**src/hdl/pwq_pkg.sv**
```systemverilog
`default_nettype none
// ----------------------------------------------------------------------------
// pwq_pkg
// Shared codes and control types for the priority wait queue.
// ----------------------------------------------------------------------------
package pwq_pkg;

  localparam logic OP_INSERT = 1'b0;
  localparam logic OP_POP    = 1'b1;

  localparam logic [1:0] ST_DONE  = 2'd0;
  localparam logic [1:0] ST_EMPTY = 2'd1;
  localparam logic [1:0] ST_FULL  = 2'd2;

  typedef struct packed {
    logic ins_en;
    logic pop_en;
  } pwq_ctrl_t;

endpackage
`default_nettype wire

```
**src/hdl/priority_wait_queue_top.sv**
```systemverilog
`default_nettype none
// ----------------------------------------------------------------------------
// priority_wait_queue_top
// Sorted wait queue of task ids built as a row of compare-and-shift cells.
// The result is registered when the item is accepted and shown in the next cycle.
// Throughput: one insert or pop per cycle unless a held result stalls the input; every cell decides in parallel.
// Reset clears the entry count and the result valid; entries hold no reset.
// ----------------------------------------------------------------------------
module priority_wait_queue_top
  import pwq_pkg::*;
#(
  parameter int QUEUE_DEPTH   = 16,
  parameter int PRIORITY_BITS = 8,
  parameter int TASK_BITS     = 8
) (
  input  wire                                   clk,
  input  wire                                   rst_n,
  input  wire                                   in_valid,
  output logic                                  in_ready,
  input  wire                                   in_op,
  input  wire  [TASK_BITS-1:0]                  in_task_id,
  input  wire  [PRIORITY_BITS-1:0]              in_priority_req,
  output logic                                  out_valid,
  input  wire                                   out_ready,
  output logic [1:0]                            out_status,
  output logic [TASK_BITS-1:0]                  out_task,
  output logic [PRIORITY_BITS-1:0]              out_priority,
  output logic [$clog2(QUEUE_DEPTH+1)-1:0]      out_occupancy
);

  localparam int OCC_W = $clog2(QUEUE_DEPTH + 1);
  localparam logic [OCC_W-1:0] FULL_CNT = OCC_W'(QUEUE_DEPTH);

  logic                     accept;
  logic                     is_full, is_empty;
  pwq_ctrl_t                ctrl;
  logic [OCC_W-1:0]         count_r, count_nxt;
  logic                     out_valid_r;
  logic [1:0]               status_r, status_nxt;
  logic [TASK_BITS-1:0]     task_r, task_nxt;
  logic [PRIORITY_BITS-1:0] prio_r, prio_nxt;
  logic [OCC_W-1:0]         occ_r;

  logic [QUEUE_DEPTH-1:0]   ge;
  logic [TASK_BITS-1:0]     task_q [QUEUE_DEPTH];
  logic [PRIORITY_BITS-1:0] prio_q [QUEUE_DEPTH];

  assign in_ready = !out_valid_r || out_ready;
  assign accept   = in_valid && in_ready;
  assign is_full  = (count_r == FULL_CNT);
  assign is_empty = (count_r == '0);

  assign ctrl.ins_en = accept && (in_op == OP_INSERT) && !is_full;
  assign ctrl.pop_en = accept && (in_op == OP_POP) && !is_empty;

  for (genvar i = 0; i < QUEUE_DEPTH; i++) begin : g_cell
    localparam logic [OCC_W-1:0] IDX = OCC_W'(i);
    localparam int LI = (i == 0) ? 0 : i - 1;
    localparam int RI = (i == QUEUE_DEPTH - 1) ? i : i + 1;

    pwq_cell #(
      .PRIORITY_BITS (PRIORITY_BITS),
      .TASK_BITS     (TASK_BITS)
    ) u_cell (
      .clk        (clk),
      .ctrl       (ctrl),
      .occupied   (count_r > IDX),
      .new_task   (in_task_id),
      .new_prio   (in_priority_req),
      .left_ge    ((i == 0) ? 1'b0 : ge[LI]),
      .left_task  (task_q[LI]),
      .left_prio  (prio_q[LI]),
      .right_task (task_q[RI]),
      .right_prio (prio_q[RI]),
      .ge         (ge[i]),
      .task_q     (task_q[i]),
      .prio_q     (prio_q[i])
    );
  end

  always_comb begin
    count_nxt  = count_r;
    status_nxt = ST_DONE;
    task_nxt   = '0;
    prio_nxt   = '0;
    unique case (in_op)
      OP_INSERT: begin
        if (is_full) begin
          status_nxt = ST_FULL;
        end else begin
          count_nxt = count_r + 1'b1;
        end
      end
      OP_POP: begin
        if (is_empty) begin
          status_nxt = ST_EMPTY;
        end else begin
          count_nxt = count_r - 1'b1;
          task_nxt  = task_q[0];
          prio_nxt  = prio_q[0];
        end
      end
      default: status_nxt = ST_DONE;
    endcase
  end

  always_ff @(posedge clk) begin
    if (!rst_n) begin
      count_r     <= '0;
      out_valid_r <= 1'b0;
    end else begin
      if (accept) begin
        count_r     <= count_nxt;
        out_valid_r <= 1'b1;
      end else if (out_ready) begin
        out_valid_r <= 1'b0;
      end
    end
  end

  always_ff @(posedge clk) begin
    if (accept) begin
      status_r <= status_nxt;
      task_r   <= task_nxt;
      prio_r   <= prio_nxt;
      occ_r    <= count_nxt;
    end
  end

  assign out_valid     = out_valid_r;
  assign out_status    = status_r;
  assign out_task      = task_r;
  assign out_priority  = prio_r;
  assign out_occupancy = occ_r;

`ifndef SYNTH
  a_count_range: assert property (@(posedge clk) disable iff (!rst_n)
    count_r <= FULL_CNT)
    else $error("entry count above depth");

  a_full_status: assert property (@(posedge clk) disable iff (!rst_n)
    out_valid_r && (status_r == ST_FULL) |-> occ_r == FULL_CNT)
    else $error("full status with queue not full");

  a_empty_pop: assert property (@(posedge clk) disable iff (!rst_n)
    accept && (in_op == OP_POP) && is_empty |=> status_r == ST_EMPTY)
    else $error("pop on empty not flagged");

  a_head_sorted: assert property (@(posedge clk) disable iff (!rst_n)
    count_r >= OCC_W'(2) |-> prio_q[0] <= prio_q[1])
    else $error("head entries out of order");
`endif

endmodule
`default_nettype wire

```
**src/hdl/pwq_cell.sv**
```systemverilog
`default_nettype none
// ----------------------------------------------------------------------------
// pwq_cell
// One slot of the sorted queue: compares the incoming priority with its own
// entry and keeps it or takes the new entry, its left neighbor, or its right neighbor.
// ----------------------------------------------------------------------------
module pwq_cell
  import pwq_pkg::*;
#(
  parameter int PRIORITY_BITS = 8,
  parameter int TASK_BITS     = 8
) (
  input  wire                      clk,
  input  pwq_ctrl_t                ctrl,
  input  wire                      occupied,
  input  wire  [TASK_BITS-1:0]     new_task,
  input  wire  [PRIORITY_BITS-1:0] new_prio,
  input  wire                      left_ge,
  input  wire  [TASK_BITS-1:0]     left_task,
  input  wire  [PRIORITY_BITS-1:0] left_prio,
  input  wire  [TASK_BITS-1:0]     right_task,
  input  wire  [PRIORITY_BITS-1:0] right_prio,
  output logic                     ge,
  output logic [TASK_BITS-1:0]     task_q,
  output logic [PRIORITY_BITS-1:0] prio_q
);

  logic [TASK_BITS-1:0]     task_r, task_nxt;
  logic [PRIORITY_BITS-1:0] prio_r, prio_nxt;

  // newcomer goes at or ahead of this slot
  assign ge = occupied && (new_prio <= prio_r);

  always_comb begin
    task_nxt = task_r;
    prio_nxt = prio_r;
    priority if (ctrl.pop_en) begin
      task_nxt = right_task;
      prio_nxt = right_prio;
    end else if (ctrl.ins_en) begin
      priority if (left_ge) begin
        task_nxt = left_task;
        prio_nxt = left_prio;
      end else if (ge || !occupied) begin
        task_nxt = new_task;
        prio_nxt = new_prio;
      end else begin
        task_nxt = task_r;
        prio_nxt = prio_r;
      end
    end else begin
      task_nxt = task_r;
      prio_nxt = prio_r;
    end
  end

  always_ff @(posedge clk) begin
    task_r <= task_nxt;
    prio_r <= prio_nxt;
  end

  assign task_q = task_r;
  assign prio_q = prio_r;

endmodule
`default_nettype wire

```
**config.mk**
```make
export PLATFORM = sky130hd
export DESIGN_NAME = priority_wait_queue_top
export DESIGN_NICKNAME = d
export VERILOG_FILES = /design/src/hdl/pwq_pkg.sv /design/src/hdl/priority_wait_queue_top.sv /design/src/hdl/pwq_cell.sv
export SDC_FILE = /design/constraint.sdc
export NUM_CORES = 1
export LEC_CHECK = 0
export BUFFER_PORTS_ARGS = -buffer_cell sky130_fd_sc_hd__buf_2
export CAP_MARGIN = 30
export CORE_MARGIN = 4
export CORE_UTILIZATION = 54
export DETAILED_ROUTE_END_ITERATION = 7
export PLACE_DENSITY_LB_ADDON = 0.15
export RECOVER_POWER = 25
export SYNTH_ARGS = -nofsm -noshare
export SYNTH_HDL_FRONTEND = slang
export SYNTH_SLANG_ARGS = --single-unit
```
**constraint.sdc**
```tcl
create_clock -name clk -period 3.8 [get_ports clk]
set_clock_uncertainty 0.1 [all_clocks]
set_input_delay 0 -clock clk [delete_from_list [all_inputs] [get_ports clk]]
set_output_delay 0 -clock clk [all_outputs]
set_load 0.05 [all_outputs]
```
* Word level (Yosys, flattened, before mapping)
Index checks and enable logic that the tools add are counted.
** Operators by class
- Add/subtract/negate cells :: 2
- Order comparisons :: 32
- Equality and inequality tests :: 1
- Mux-type cells :: 130
- Bitwise operators :: 2
- Reduce and logical (&&, ||, !) cells :: 93
** Operators with widths (number)
- two-way mux 8 bit :: 122
- less-or-equal comparator 8 bit :: 16
- nonzero test 3 bit :: 14
- > comparator 5 x 4 -> 1 bit, second input constant :: 8
- AND reduction 2 bit :: 15
- logical AND 1 bit :: 21
- > comparator 5 x 3 -> 1 bit, second input constant :: 4
- zero test 1 bit :: 19
- logical OR 1 bit :: 17
- > comparator 5 x 1 -> 1 bit, second input constant :: 2
- > comparator 5 x 2 -> 1 bit, second input constant :: 2
- two-way mux 5 bit :: 2
- case mux 5 bit (2 select lines) :: 1
- nonzero test 2 bit :: 4
- adder 5 x 1 -> 5 bit, second input constant :: 1
- equality test 5 bit, second input constant :: 1
- zero test 5 bit :: 1
- subtractor 5 x 1 -> 5 bit, second input constant :: 1
- case mux 2 bit (2 select lines) :: 1
- two-way mux 1 bit :: 3
- AND reduction 3 bit :: 1
- two-way mux 2 bit :: 1
- NOT 1 bit :: 2
- OR reduction 2 bit :: 1
** Storage, ports and cells
- Register bits after elaboration :: 285
- Input port bits :: 21
- Output and inout bits :: 25
- Logic and storage cells :: 298

* Depth between registers and ports, before layout
- Word-level depth :: 7
- Mapped depth :: 11
- Depth with buffers taken out :: 7

* By module
A second synthesis with hierarchy kept.
** Unflattened totals
- Cells, all modules :: 1764
- Area, all modules :: 18380.1 µm²
** Modules (own cells, without submodules)
- pwq_cell :: instances 16, cells an instance 100, area an instance 1047.3 µm², seq. area each 480.5 µm²
- priority_wait_queue_top :: instances 1, cells an instance 164, area an instance 1624.1 µm², seq. area each 810.8 µm²

* Worst setup path after synthesis
No wires, ideal clock.
- Path kind :: flip-flop to flip-flop
- Start :: register out_valid_r, in the netlist out_valid
- End :: register g_cell[7].u_cell.prio_r[0] (enable)
- Library setup time :: 0.399 ns
- Arrival :: 3.037 ns
- Required time :: 3.301 ns
- Setup slack :: 0.264 ns
- Stages on the path, launching flop included :: 8
- Buffers on the path :: 2
- Clock period less this slack :: 3.536 ns
- Cell sequence :: dfxtp_1 -> nand2b_1 -> nand2_1 -> inv_2 -> nand3_2 -> buf_4 -> buf_2 -> a41oi_1
** Between the ends
- Word-level cells in the longest chain between the ends :: 7
- Elaborated cells on any way between the ends :: 10
- Classes of those cells :: reduce/logical: 10
** RTL lines
- start, declared :: line priority_wait_queue_top.sv:38 : logic out_valid_r;
- start signal, assigned :: line priority_wait_queue_top.sv:110 : out_valid_r <= 1'b0;
- start signal, assigned :: line priority_wait_queue_top.sv:114 : out_valid_r <= 1'b1;
- start signal, assigned :: line priority_wait_queue_top.sv:116 : out_valid_r <= 1'b0;
- zero test 1 bit * :: line priority_wait_queue_top.sv:48 : assign in_ready = !out_valid_r || out_ready;
- logical OR 1 bit * :: line priority_wait_queue_top.sv:48
- named net in_ready :: line priority_wait_queue_top.sv:19 : output logic in_ready,
- logical AND 1 bit * :: line priority_wait_queue_top.sv:49 : assign accept = in_valid && in_ready;
- named net accept :: line priority_wait_queue_top.sv:34 : logic accept;
- logical AND 1 bit, on equally long branches (2 in a row) :: line priority_wait_queue_top.sv:54, priority_wait_queue_top.sv:53
- nonzero test 3 bit (no source line) or nonzero test 2 bit (tied branches)
- AND reduction 2 bit (no source line) *
- end signal, assigned :: line pwq_cell.sv:59 : prio_r <= prio_nxt;
- end, declared :: line pwq_cell.sv:29 : logic [PRIORITY_BITS-1:0] prio_r, prio_nxt;
The timed path passes the listed nets; every way through them passes the cells marked *.
A chain may end at the register's enable or synchronous reset.

* Final worst setup path
- Start :: register count_r[0]
- End :: register g_cell[1].u_cell.prio_r[3] (enable)
** Between the ends
- Word-level cells in the longest chain between the ends :: 5
- Elaborated cells on any way between the ends :: 15
- Classes of those cells :: order compare: 2; eq/ne: 1; reduce/logical: 12
** RTL lines
- start, declared :: line priority_wait_queue_top.sv:37 : logic [OCC_W-1:0] count_r, count_nxt;
- start signal, assigned :: line priority_wait_queue_top.sv:113 : count_r <= count_nxt;
- > comparator 5 x 1 -> 1 bit, or another cell as far along :: line priority_wait_queue_top.sv:67 : .occupied (count_r > IDX),
- logical AND 1 bit, or another cell as far along :: line pwq_cell.sv:32 : assign ge = occupied && (new_prio <= prio_r);
- logical OR 1 bit, or another cell as far along :: line pwq_cell.sv:44 : end else if (ge || !occupied) begin
- nonzero test 3 bit (no source line) or nonzero test 2 bit (tied branches)
- AND reduction 2 bit (no source line) *
- end signal, assigned :: line pwq_cell.sv:59
- end, declared :: line pwq_cell.sv:29
Every way passes the cells marked *; elsewhere a longest branch is shown, timed or not.

==> out/qor.csv <==
metric,value,unit
detailedPlace.worstSlack,0.752,ns
post_drt_wl_per_cell,23.7,µm
vias,17500,
area.sequential,8500,µm²
multi_input_gate_area_in_the_final_layout,9740,µm²
layout.cells.most_common,edfxtp_1,
critPathCapture,g_cell[1].u_cell.prio_q[3],
min_path_cells,4,
post_synth_main_area_contributors,"edfxtp_1, o31ai_1, ha_1, a31oi_1, nand4_1",
netlist.area_leader.share,42.7,%
min-delay-start,in_priority_req[5],
area_delta_synth_final,10.4,%
grt_max_degree,71,
total_leakage_power,7.98,nW
synthesis.area_per_instance,9.54,µm²
cell_repeated_most_along_the_worst_path,buf_4,
via_per_inst,6.88,
r2r.worst_path.cells,10,
timing.hold.worst.class,input port to flop,
floorplan.rows,69,
post_cts_resize_count,0,
worst_r2r_startpoint,count_r[0],
status,completed,
detail_route.iter0.violations,2427,
timing.final.hold_violations,0,
vdd.ir_drop.worst,0.000399,V
cp-start-kind,flop,
power.density,474,nW/µm²
crit_slowest_cell,clkbuf_1,
final_cell_mix,"edfxtp_1, nor2_1, a31oi_1",
core_area,35700,µm²
yosys_most_used_dff,edfxtp_1,
critPathBufInv,4,
drt_pre_antenna_iters,6,
timing_worst_setup_path_type,flop to flop,
routabilityCongestion,0.902,
crit_start,count_r[0],
die_h,199,µm
slew_headroom,1.44,%
clock_insertion_delay_worst_skew,0.55,ns
regToRegSetupSlack,0.43,ns
report.final.setup_viol,0,
post-place-cells,2470,
fmax,0.297,GHz
grt_first_pass_wirelength,93.6,mm
worst_tran_pin_value,1.48,ns
critical_path_peak_fanout,14,
ctsLongestPathBuffers,3,
insertedDiodeCount,0,
rsz0062_at_grt,false,
worst_setup_path_end_kind,flop,
cts_tree,done,
timing.max_cap.violations,0,
synth_enable_flop_cells,279,
drive_gt1_share,11.1,%
cpLargestDelayFamily,buffers and inverters,
tritoncts.num_buffers,35,
drt_wl_total,60.3,mm
critical_path.max_stage_delay,0.62,ns
synth.distinct_cells,64,
period_needed,3.37,ns
postCtsSetupRepairBufs,0,
ys.warnings.count,0,
drc,0,
initial_core_utilization,54.9,%
globalRouteTotalUtil,29.9,%
antenna_found_initial,0,
clock_sinks,285,
critPathRequiredTime,3.94,ns
post_synth_instance_area,19600,µm²
clock-root-buffer,clkbuf_16,
timing.final.ws_setup,0.432,ns
number_of_flip_flops_and_latches_in_the_synthesized_netlist,285,
sequential_cell_area_fraction_in_the_yosys_report,43.3,%
num-fill-cells,3064,
fin_cells,2545,
place.detailed.hpwl,42.8,mm
mappedNetlistNets,2213,
layout_worst_path_cycle_share,88.6,%
port_buffers,45,
summed_negative_setup_slack_over_all_endpoints,0,ns
postLayoutCoreUtil,60.6,%
die-area,39500,µm²
detail-route-antenna-nets,0,
regToRegEndpoint,g_cell[1].u_cell.prio_q[3],
die_width,199,µm
crit_path_cell_trace,buf_4 -> inv_1 -> ha_1 -> or4b_1 -> nand2_1 -> nor2_1 -> clkbuf_1 -> a211oi_1 -> a21oi_1 -> buf_4,
grt_overflow,0,
fin_nets,2215,
via_count_of_the_first_global_routing_pass,16300,
timing.critical_path.depth,10,
netlist_instances,2058,
synth.largest_area_cell,edfxtp_1,
synthArstFlopShare,0,%
worst-endpoint-arrival,3.51,ns
clk_transition_reported_paths,0.06,ns
count_of_pins_on_the_block_boundary,46,
cts_hold_buffers,12,
htree_num_levels,2,
fin_max_slew_vios,0,
## how the worst min path moves through the flow
stage | end | slack [ns]
after floorplan | count_r[0] | 0.02
after global placement | out_valid | 0.16
after detailed placement | out_valid | 0.17
after CTS | g_cell[0].u_cell.prio_q[7] | 0.05
after global routing | g_cell[3].u_cell.prio_q[0] | 0.07
final | g_cell[0].u_cell.prio_q[5] | 0.07
## stage by stage
step,cell area (µm²),power [mW],hold WS [ns]
after CTS,21700,10.2,0.0480
after floorplan,19600,6.22,0.0217
after global routing,21700,10.7,0.0728
after global placement,20400,6.97,0.160
after detailed placement,20500,7.11,0.173
final,21700,10.3,0.0650
## report_power, final
| group | switching (mW) | internal, mW | leakage (nW) |
|---|---|---|---|
| Sequential | 0.278 | 4.01 | 2.68 |
| Clock | 1.36 | 1.79 | 0.509 |
| Combinational | 1.88 | 0.960 | 4.79 |
## cells in the mapped netlist, types with 3 or more instances
| cell type | count |
|---|---|
| a211o_1 | 12 |
| a211oi_1 | 6 |
| a211oi_2 | 13 |
| a21boi_0 | 3 |
| a21o_1 | 5 |
| a21oi_1 | 57 |
| a21oi_2 | 5 |
| a311oi_1 | 3 |
| a31oi_1 | 230 |
| a41oi_1 | 4 |
| and2_1 | 4 |
| and3_1 | 12 |
| buf_1 | 13 |
| buf_2 | 68 |
| buf_4 | 26 |
| clkbuf_1 | 95 |
| dfxtp_1 | 6 |
| edfxtp_1 | 279 |
| ha_1 | 134 |
| inv_1 | 118 |
| mux2_2 | 15 |
| nand2_1 | 67 |
| nand2b_1 | 4 |
| nand3_1 | 17 |
| nand4_1 | 190 |
| nand4b_1 | 9 |
| nor2_1 | 261 |
| nor2b_1 | 30 |
| o211ai_1 | 15 |
| o21ai_0 | 24 |
| o21ai_1 | 12 |
| o31ai_1 | 224 |
| or4_1 | 28 |
| or4b_1 | 15 |
| or4b_2 | 13 |
## flip-flops by register name (all words and copies together), names as in the netlist
signal                count
g_cell.u_cell.prio_q    128
out_valid                 1
out_occupancy             5
out_task                  8
count_r                   5
g_cell.u_cell.task_q    128
out_priority              8
out_status                2
## routing by layer
metal  up-vias  global-route usage [%]  share of wire [%]
met4         0                    7.40                2.4
met5         -                       0                  0
li1       8083                       -                  -
met1      8365                    44.5                 43
met3       105                    5.25                 11
met2       966                    45.6                 44
## cell type report
class,count,area share (%)
Clock inverter,14,0.578
Clock buffer,47,4.25
Tap cell,461,2.66
Inverter,120,2.08
Sequential cell,285,39.2
Timing Repair Buffer,170,6.22
Multi-Input combinational cell,1448,45.0
## cell families after synthesis
logic type	Yosys count	synth area share [%]
xor gates and xnor gates	2	0.0893
DFF	285	43.3
and+or+nand+nor	667	17.9
adders and majority gates	134	8.54
AOI/OAI and AO/OA	627	21.9
muxes	18	1.02
buffers and inverters	325	7.23
## worst reg2reg max path: stages (launching register included)
cell	delay [ns]
dfxtp_1	0.31
buf_4	0.20
inv_1	0.14
ha_1	0.27
or4b_1	0.19
nand2_1	0.11
nor2_1	0.40
clkbuf_1	0.62
a211oi_1	0.11
a21oi_1	0.32
buf_4	0.30
No activity file was read; power rests on OpenSTA's default activity.
